**config.mk**
```make
export PLATFORM = sky130hd
export DESIGN_NAME = kcv_alu
export DESIGN_NICKNAME = d
export VERILOG_FILES = /design/src/design/kcv_pkg.sv /design/src/design/kcv_alu.sv
export SDC_FILE = /design/constraint.sdc
export NUM_CORES = 2
export LEC_CHECK = 0
export BUFFER_PORTS_ARGS = -buffer_cell sky130_fd_sc_hd__buf_2
export CAP_MARGIN = 20
export CORE_UTILIZATION = 55
export DETAILED_ROUTE_END_ITERATION = 8
export PLACE_DENSITY_LB_ADDON = 0.08
export REMOVE_ABC_BUFFERS = 1
export SLEW_MARGIN = 25
export SYNTH_ARGS = -nofsm -noshare
export SYNTH_HDL_FRONTEND = slang
export SYNTH_SLANG_ARGS = --single-unit
```
**constraint.sdc**
```tcl
create_clock -name clock -period 10.9 [get_ports clock]
set_input_delay 1.09 -clock clock [delete_from_list [all_inputs] [get_ports clock]]
set_output_delay 1.09 -clock clock [all_outputs]
set_load 0.01 [all_outputs]
```
**src/design/kcv_pkg.sv**
```systemverilog
// ----------------------------------------------------------------------------
// Kalman tracker package
// Types, register indexes, sequencer program and fixed-point helpers.
// ----------------------------------------------------------------------------
package kcv_pkg;

   localparam int QW = 48;

   typedef struct packed {
      logic signed [15:0] meas_x;
      logic signed [15:0] meas_y;
   } kcv_req_type;

   typedef struct packed {
      logic signed [15:0] est_x;
      logic signed [15:0] est_y;
   } kcv_rsp_type;

   typedef enum logic [1:0] {
      OP_ADD = 2'd0,
      OP_SUB = 2'd1,
      OP_MUL = 2'd2,
      OP_DIV = 2'd3
   } kcv_op_type;

   typedef struct packed {
      logic              start;
      kcv_op_type        op;
      logic signed [47:0] a;
      logic signed [47:0] b;
   } kcv_alu_cmd_type;

   // Register indexes on the configuration port.
   localparam logic [2:0] REG_STEP_COEFF    = 3'd0;
   localparam logic [2:0] REG_PROCESS_NOISE = 3'd1;
   localparam logic [2:0] REG_MEASURE_NOISE = 3'd2;
   localparam logic [2:0] REG_START_X       = 3'd3;
   localparam logic [2:0] REG_START_Y       = 3'd4;

   // Operand codes: the low half addresses a slot of the axis bank,
   // the upper half selects a constant or input source.
   localparam logic [4:0] SRC_P    = 5'd0;
   localparam logic [4:0] SRC_V    = 5'd1;
   localparam logic [4:0] SRC_C0   = 5'd2;
   localparam logic [4:0] SRC_C1   = 5'd3;
   localparam logic [4:0] SRC_C2   = 5'd4;
   localparam logic [4:0] SRC_C3   = 5'd5;
   localparam logic [4:0] SRC_T0   = 5'd6;
   localparam logic [4:0] SRC_T1   = 5'd7;
   localparam logic [4:0] SRC_T2   = 5'd8;
   localparam logic [4:0] SRC_T3   = 5'd9;
   localparam logic [4:0] SRC_T4   = 5'd10;
   localparam logic [4:0] SRC_T5   = 5'd11;
   localparam logic [4:0] SRC_T6   = 5'd12;
   localparam logic [4:0] SRC_T7   = 5'd13;
   localparam logic [4:0] SRC_T8   = 5'd14;
   localparam logic [4:0] SRC_T9   = 5'd15;
   localparam logic [4:0] SRC_A    = 5'd16;
   localparam logic [4:0] SRC_Q    = 5'd17;
   localparam logic [4:0] SRC_R    = 5'd18;
   localparam logic [4:0] SRC_ONE  = 5'd19;
   localparam logic [4:0] SRC_MEAS = 5'd20;

   localparam logic [3:0] SLOT_P  = 4'd0;
   localparam logic [3:0] SLOT_V  = 4'd1;
   localparam logic [3:0] SLOT_C0 = 4'd2;
   localparam logic [3:0] SLOT_C1 = 4'd3;
   localparam logic [3:0] SLOT_C2 = 4'd4;
   localparam logic [3:0] SLOT_C3 = 4'd5;
   localparam logic [3:0] SLOT_T0 = 4'd6;
   localparam logic [3:0] SLOT_T1 = 4'd7;
   localparam logic [3:0] SLOT_T2 = 4'd8;
   localparam logic [3:0] SLOT_T3 = 4'd9;
   localparam logic [3:0] SLOT_T4 = 4'd10;
   localparam logic [3:0] SLOT_T5 = 4'd11;
   localparam logic [3:0] SLOT_T6 = 4'd12;
   localparam logic [3:0] SLOT_T7 = 4'd13;
   localparam logic [3:0] SLOT_T8 = 4'd14;
   localparam logic [3:0] SLOT_T9 = 4'd15;

   typedef struct packed {
      kcv_op_type op;
      logic [4:0] src_a;
      logic [4:0] src_b;
      logic [3:0] dst;
   } kcv_instr_type;

   localparam logic [4:0] PROG_LAST = 5'd26;

   // One predict and update step of one axis.
   function automatic kcv_instr_type kcv_prog(input logic [4:0] pc);
      kcv_instr_type i;
      case (pc)
         5'd0:  i = '{OP_MUL, SRC_A,    SRC_V,  SLOT_T0};
         5'd1:  i = '{OP_ADD, SRC_P,    SRC_T0, SLOT_T1};
         5'd2:  i = '{OP_MUL, SRC_A,    SRC_C2, SLOT_T0};
         5'd3:  i = '{OP_ADD, SRC_C0,   SRC_T0, SLOT_T2};
         5'd4:  i = '{OP_MUL, SRC_A,    SRC_C3, SLOT_T0};
         5'd5:  i = '{OP_ADD, SRC_C1,   SRC_T0, SLOT_T3};
         5'd6:  i = '{OP_MUL, SRC_A,    SRC_T3, SLOT_T0};
         5'd7:  i = '{OP_ADD, SRC_T2,   SRC_T0, SLOT_T2};
         5'd8:  i = '{OP_ADD, SRC_T2,   SRC_Q,  SLOT_T2};
         5'd9:  i = '{OP_MUL, SRC_A,    SRC_C3, SLOT_T0};
         5'd10: i = '{OP_ADD, SRC_C2,   SRC_T0, SLOT_T4};
         5'd11: i = '{OP_ADD, SRC_C3,   SRC_Q,  SLOT_T5};
         5'd12: i = '{OP_ADD, SRC_T2,   SRC_R,  SLOT_T6};
         5'd13: i = '{OP_DIV, SRC_T2,   SRC_T6, SLOT_T7};
         5'd14: i = '{OP_DIV, SRC_T4,   SRC_T6, SLOT_T8};
         5'd15: i = '{OP_SUB, SRC_MEAS, SRC_T1, SLOT_T9};
         5'd16: i = '{OP_MUL, SRC_T7,   SRC_T9, SLOT_T0};
         5'd17: i = '{OP_ADD, SRC_T1,   SRC_T0, SLOT_P};
         5'd18: i = '{OP_MUL, SRC_T8,   SRC_T9, SLOT_T0};
         5'd19: i = '{OP_ADD, SRC_V,    SRC_T0, SLOT_V};
         5'd20: i = '{OP_SUB, SRC_ONE,  SRC_T7, SLOT_T6};
         5'd21: i = '{OP_MUL, SRC_T6,   SRC_T2, SLOT_C0};
         5'd22: i = '{OP_MUL, SRC_T6,   SRC_T3, SLOT_C1};
         5'd23: i = '{OP_MUL, SRC_T8,   SRC_T2, SLOT_T0};
         5'd24: i = '{OP_SUB, SRC_T4,   SRC_T0, SLOT_C2};
         5'd25: i = '{OP_MUL, SRC_T8,   SRC_T3, SLOT_T0};
         5'd26: i = '{OP_SUB, SRC_T5,   SRC_T0, SLOT_C3};
         default: i = '{OP_ADD, SRC_T0, SRC_T0, SLOT_T0};
      endcase
      return i;
   endfunction

   // Applies a sign to a magnitude and saturates to the 48-bit range.
   function automatic logic signed [47:0] kcv_sat_mag(input logic neg,
                                                      input logic [71:0] m);
      logic signed [47:0] r;
      if (neg) begin
         if (m > 72'h800000000000) r = {1'b1, 47'b0};
         else r = -$signed(m[47:0]);
      end else begin
         if (m > 72'h7FFFFFFFFFFF) r = {1'b0, {47{1'b1}}};
         else r = $signed(m[47:0]);
      end
      return r;
   endfunction

   // Whole pixels, truncated toward zero and saturated to 16 bits.
   function automatic logic signed [15:0] kcv_to_pixel(input logic signed [47:0] v);
      logic [47:0] m;
      logic [23:0] w;
      logic signed [15:0] r;
      m = v[47] ? 48'(-v) : 48'(v);
      w = m[47:24];
      if (v[47]) begin
         if (w > 24'd32768) r = 16'sh8000;
         else r = 16'(-w);
      end else begin
         if (w > 24'd32767) r = 16'sh7FFF;
         else r = 16'(w);
      end
      return r;
   endfunction

endpackage

```
**src/design/kcv_alu.sv**
```systemverilog
// ----------------------------------------------------------------------------
// Kalman tracker arithmetic unit
// Saturating Q24.24 add, subtract, multiply and divide, one op at a time.
// ----------------------------------------------------------------------------
module kcv_alu import kcv_pkg::*; (
   input  logic               clock,
   input  logic               reset,
   input  kcv_alu_cmd_type    cmd,
   output logic               done,
   output logic signed [47:0] result
);

   typedef enum logic [4:0] {
      S_IDLE = 5'b00001,
      S_MUL  = 5'b00010,
      S_DIV  = 5'b00100,
      S_FIN  = 5'b01000,
      S_DONE = 5'b10000
   } alu_state_type;

   alu_state_type      state_ff, state_in;
   logic [6:0]         cnt_ff, cnt_in;
   kcv_op_type         op_ff, op_in;
   logic               neg_ff, neg_in;
   logic [47:0]        ua_ff, ua_in, ub_ff, ub_in;
   logic [47:0]        prod_ff, prod_in;
   logic [1:0]         pidx_ff, pidx_in;
   logic [95:0]        acc_ff, acc_in;
   logic [71:0]        num_ff, num_in, q_ff, q_in;
   logic [47:0]        rem_ff, rem_in;
   logic signed [47:0] result_ff, result_in;
   logic [48:0]        rem_sh;
   logic               rem_ge;

   function automatic logic [47:0] mag(input logic signed [47:0] v);
      return v[47] ? 48'(-v) : 48'(v);
   endfunction

   function automatic logic signed [47:0] sat49(input logic signed [48:0] s);
      logic signed [47:0] r;
      if (s[48] != s[47]) r = s[48] ? {1'b1, 47'b0} : {1'b0, {47{1'b1}}};
      else r = s[47:0];
      return r;
   endfunction

   function automatic logic [95:0] place(input logic [47:0] p, input logic [1:0] idx);
      logic [95:0] r;
      case (idx)
         2'b00:   r = {48'b0, p};
         2'b11:   r = {p, 48'b0};
         default: r = {24'b0, p, 24'b0};
      endcase
      return r;
   endfunction

   // One restoring division step per cycle over the 72-bit scaled dividend.
   assign rem_sh = {rem_ff, num_ff[71]};
   assign rem_ge = rem_sh >= {1'b0, ub_ff};

   always_comb begin
      state_in  = state_ff;
      cnt_in    = cnt_ff;
      op_in     = op_ff;
      neg_in    = neg_ff;
      ua_in     = ua_ff;
      ub_in     = ub_ff;
      prod_in   = prod_ff;
      pidx_in   = pidx_ff;
      acc_in    = acc_ff;
      num_in    = num_ff;
      q_in      = q_ff;
      rem_in    = rem_ff;
      result_in = result_ff;
      case (state_ff)
         S_IDLE: begin
            if (cmd.start) begin
               op_in  = cmd.op;
               neg_in = cmd.a[47] ^ cmd.b[47];
               ua_in  = mag(cmd.a);
               ub_in  = mag(cmd.b);
               cnt_in = '0;
               acc_in = '0;
               q_in   = '0;
               rem_in = '0;
               num_in = {mag(cmd.a), 24'b0};
               case (cmd.op)
                  OP_ADD: begin
                     result_in = sat49(49'(cmd.a) + 49'(cmd.b));
                     state_in  = S_DONE;
                  end
                  OP_SUB: begin
                     result_in = sat49(49'(cmd.a) - 49'(cmd.b));
                     state_in  = S_DONE;
                  end
                  OP_MUL: begin
                     state_in = S_MUL;
                  end
                  OP_DIV: begin
                     // A zero divisor gives a zero gain.
                     if (cmd.b == '0) begin
                        result_in = '0;
                        state_in  = S_DONE;
                     end else begin
                        state_in = S_DIV;
                     end
                  end
                  default: state_in = S_DONE;
               endcase
            end
         end
         S_MUL: begin
            // 24x24 partial products, each added in the cycle after it is formed.
            prod_in = 48'((cnt_ff[1] ? ua_ff[47:24] : ua_ff[23:0]) *
                          (cnt_ff[0] ? ub_ff[47:24] : ub_ff[23:0]));
            pidx_in = cnt_ff[1:0];
            if (cnt_ff != '0) begin
               acc_in = acc_ff + place(prod_ff, pidx_ff);
            end
            cnt_in = cnt_ff + 7'd1;
            if (cnt_ff == 7'd4) begin
               state_in = S_FIN;
            end
         end
         S_DIV: begin
            rem_in = rem_ge ? 48'(rem_sh - {1'b0, ub_ff}) : rem_sh[47:0];
            q_in   = {q_ff[70:0], rem_ge};
            num_in = {num_ff[70:0], 1'b0};
            cnt_in = cnt_ff + 7'd1;
            if (cnt_ff == 7'd71) begin
               state_in = S_FIN;
            end
         end
         S_FIN: begin
            result_in = kcv_sat_mag(neg_ff, (op_ff == OP_MUL) ? acc_ff[95:24] : q_ff);
            state_in  = S_DONE;
         end
         S_DONE: begin
            state_in = S_IDLE;
         end
         default: state_in = S_IDLE;
      endcase
   end

   always_ff @(posedge clock) begin
      if (reset) begin
         state_ff <= S_IDLE;
         cnt_ff   <= '0;
      end else begin
         state_ff <= state_in;
         cnt_ff   <= cnt_in;
      end
   end

   always_ff @(posedge clock) begin
      op_ff     <= op_in;
      neg_ff    <= neg_in;
      ua_ff     <= ua_in;
      ub_ff     <= ub_in;
      prod_ff   <= prod_in;
      pidx_ff   <= pidx_in;
      acc_ff    <= acc_in;
      num_ff    <= num_in;
      q_ff      <= q_in;
      rem_ff    <= rem_in;
      result_ff <= result_in;
   end

   assign done   = (state_ff == S_DONE);
   assign result = result_ff;

endmodule

```
==> run summary <==
Combinational family with the most area after synthesis: adder cells
EDFF count, synth: 461
# nets final: 7,417
DRC errors left: 0
Drt via density: 6.178
Routability cong.: 1.049
Worst R2R Setup Slack: 1190 ps
Total grt overflow: 0
Clock-pin slew of the registers on the worst-case setup and hold paths: 60 ps
FMAX: 103.0 MHz
Core area: 100,300 um^2
Worst-Skew Late Latency: 680 ps
Clock buffer depth: 3
Slowest stage delay, CP: 720 ps
Synth Register Bits: 473
DR WL/cell: 24.88 um
Boundary Pins: 150
Crit path max fanout: 27
Wirelength, routed: 194,700 um
CTS Buf Count: 57
Complex-gate fraction of the synthesized area: 0.1565
Post-CTS Resized: 0
# rows: 116
WHS: 513.7 ps
Tcrit/Tclk final: 0.8905
First-pass GRT wire length: 288,800 um
Max Transition Viols Final: 0
I/O Buffers: 149
Post-synth ARST share: 0
Cells after Synth: 6,402
Multiplexer share of the synthesized area: 0.02916
CP dominant cell by count: fa_1
Final setup vio count: 0
Skew final: 22.57 ps
CP startpoint kind: flop
Rel. slew slack: 0.2606
Die height: 320.6 um
Largest net degree at the start of global routing: 75
R2r worst-path depth: 30
Sequential element share of the synthesized area: 0.2522
RSZ-0062 raised after global routing: false
Initial antenna violation count: 10
Crit Path Class: reg2reg
Crit path DAT: 10,120 ps
Ys flop type: edfxtp_1
Final hold violation count: 0
Vias in the first global route: 46,490
Min-delay worst type: reg2reg
Layout cells sized above 1: 0.07122
Avg Inst Size Synth: 8.721 um^2
Area delta synth->final: 7.642%
Count of different cell masters after synthesis: 92
Critical R2R Capture: prod_ff[46]
Fin cells: 7,826
First-pass detailed-route iteration total: 6
Post-Synth Simple-Gate Area: 0.1695
Gr usage total: 0.3757
CTS H-Tree Depth: 2
DRT antenna net count: 0
Buffer count from post-CTS setup fixing: 0
Synth Area in XOR/XNOR: 0.05145
Data required time of the critical path: 11,320 ps
CP endpoint kind: flop
Worst R2R Start: cnt_ff[0]
Synth area leaders: edfxtp_1 (25%), fa_1 (17%), ha_1 (9.4%)
Clock Sinks: 473
Hold-fix buffers, CTS: 0
Yosys warning count: 0
Worst slew pin tran: 1102 ps
Chip width: 320.6 um
Adder-cell share of the synthesized area: 0.2686
Starting density of the core: 0.5567
Biggest area consumer among synthesized cells: edfxtp_1
Placed cell count: 7,708
Yosys top cell area share: 0.2479
Syn Std Cell Area: 55,830 um^2
CP max-delay cell: dfxtp_2
Die Footprint: 102,800 um^2
Tmin final: 9706 ps
Post-DP HPWL: 153,800 um
Hold path depth: 2
Routed vias: 48,350
Setup total negative slack: 0 ps
HP Start: num_ff[64]
Root Driver: clkbuf_16
CTS tree: done
Max_cap viols: 0
Status: finished clean
Worst Hold Path EP: num_ff[65]
Initial drt markers: 5,396
worst max-delay path: cells and delay by family (launching register included):
family | cells | cell delay [ps]
AOI/OAI and AO/OA | 10 | 2790
xor gates and xnor gates | 1 | 140
adders and majority gates | 8 | 3910
buffers and inverters | 9 | 1540
DFF | 1 | 720
and+or+nand+nor | 2 | 330
cell usage in the layout, fill, tap and decap left out, types with 74 or more instances in the layout:
master    instances
a21o_1          154
nor2_1          785
fa_1            486
inv_1           769
nand4_1          74
o21ai_0         295
mux2i_1         117
edfxtp_1        461
nand2_1         648
ha_1            419
nor3_1           90
and2_1          150
a21oi_1         396
xor2_1           84
xnor2_1         244
buf_2           149
nand3_1          78
buf_4            95
per-layer routing:
metal | GRT usage | part of all wire
met2 | 0.5697 | 0.43
met4 | 0.1753 | 0.053
met5 | 0 | 0.00031
met1 | 0.5180 | 0.41
met3 | 0.07299 | 0.10
final cells by class:
cell class / instances / area, um^2
fill: 8984 / 40190
multi-input combinational: 4859 / 37840
sequential: 473 / 14090
inverter: 774 / 2908
tap: 1357 / 1698
timing repair buffer: 245 / 1486
clock buffer: 58 / 1430
clock inverter: 50 / 623.1
antenna: 10 / 25.02
cells in the mapped netlist, drive strengths merged, types with 84 or more instances:
| library cell | number |
|---|---|
| nor3 | 96 |
| a21oi | 399 |
| inv | 772 |
| ha | 420 |
| xnor2 | 244 |
| xor2 | 84 |
| a21o | 154 |
| clkbuf | 261 |
| and2 | 151 |
| nand2 | 649 |
| o21ai | 320 |
| edfxtp | 461 |
| mux2i | 124 |
| fa | 486 |
| nor2 | 785 |
worst max path at each step:
stage                           start          end  slack (ps)  cells after the start
after global routing        cnt_ff[0]  prod_ff[46]         730                     29
final                       cnt_ff[0]  prod_ff[46]        1190                     30
after CTS                   cnt_ff[1]  prod_ff[46]        1310                     27
after detailed placement    cnt_ff[1]  prod_ff[46]        1320                     27
after floorplan           state_ff[4]    acc_ff[0]         -60                      3
after global placement      cnt_ff[1]  prod_ff[46]        1450                     26
state kept, by name, indices dropped and copies added (netlist names), 7 cells and up:
signal	count
acc_ff	96
q_ff	72
num_ff	48
prod_ff	48
rem_ff	48
result	48
ua_ff	48
ub_ff	48
cnt_ff	7
per-stage QoR:
stage	cell area (um^2)	util	setup slack, ps
after floorplan	54680	-	-60.70
after global placement	57980	0.5781	1446
after detailed placement	58020	0.5785	1320
after CTS	60070	0.5990	1306
after global routing	60090	0.5991	732.0
final	60100	0.5992	1194
cells by family (layout without fill, tap and decap cells):
kind of cell / Yosys count / in the layout
simple gates: 2098 / 2098
flops: 473 / 473
compound gates: 1368 / 1368
xor+xnor: 328 / 328
other cells: 0 / 10
buf+inv: 1070 / 1127
mux: 158 / 158
fa+ha+maj: 907 / 907
Power is left out: the tool's default activity adds up to more than one toggle a clock period on the data nets, which glitch-free logic cannot reach.
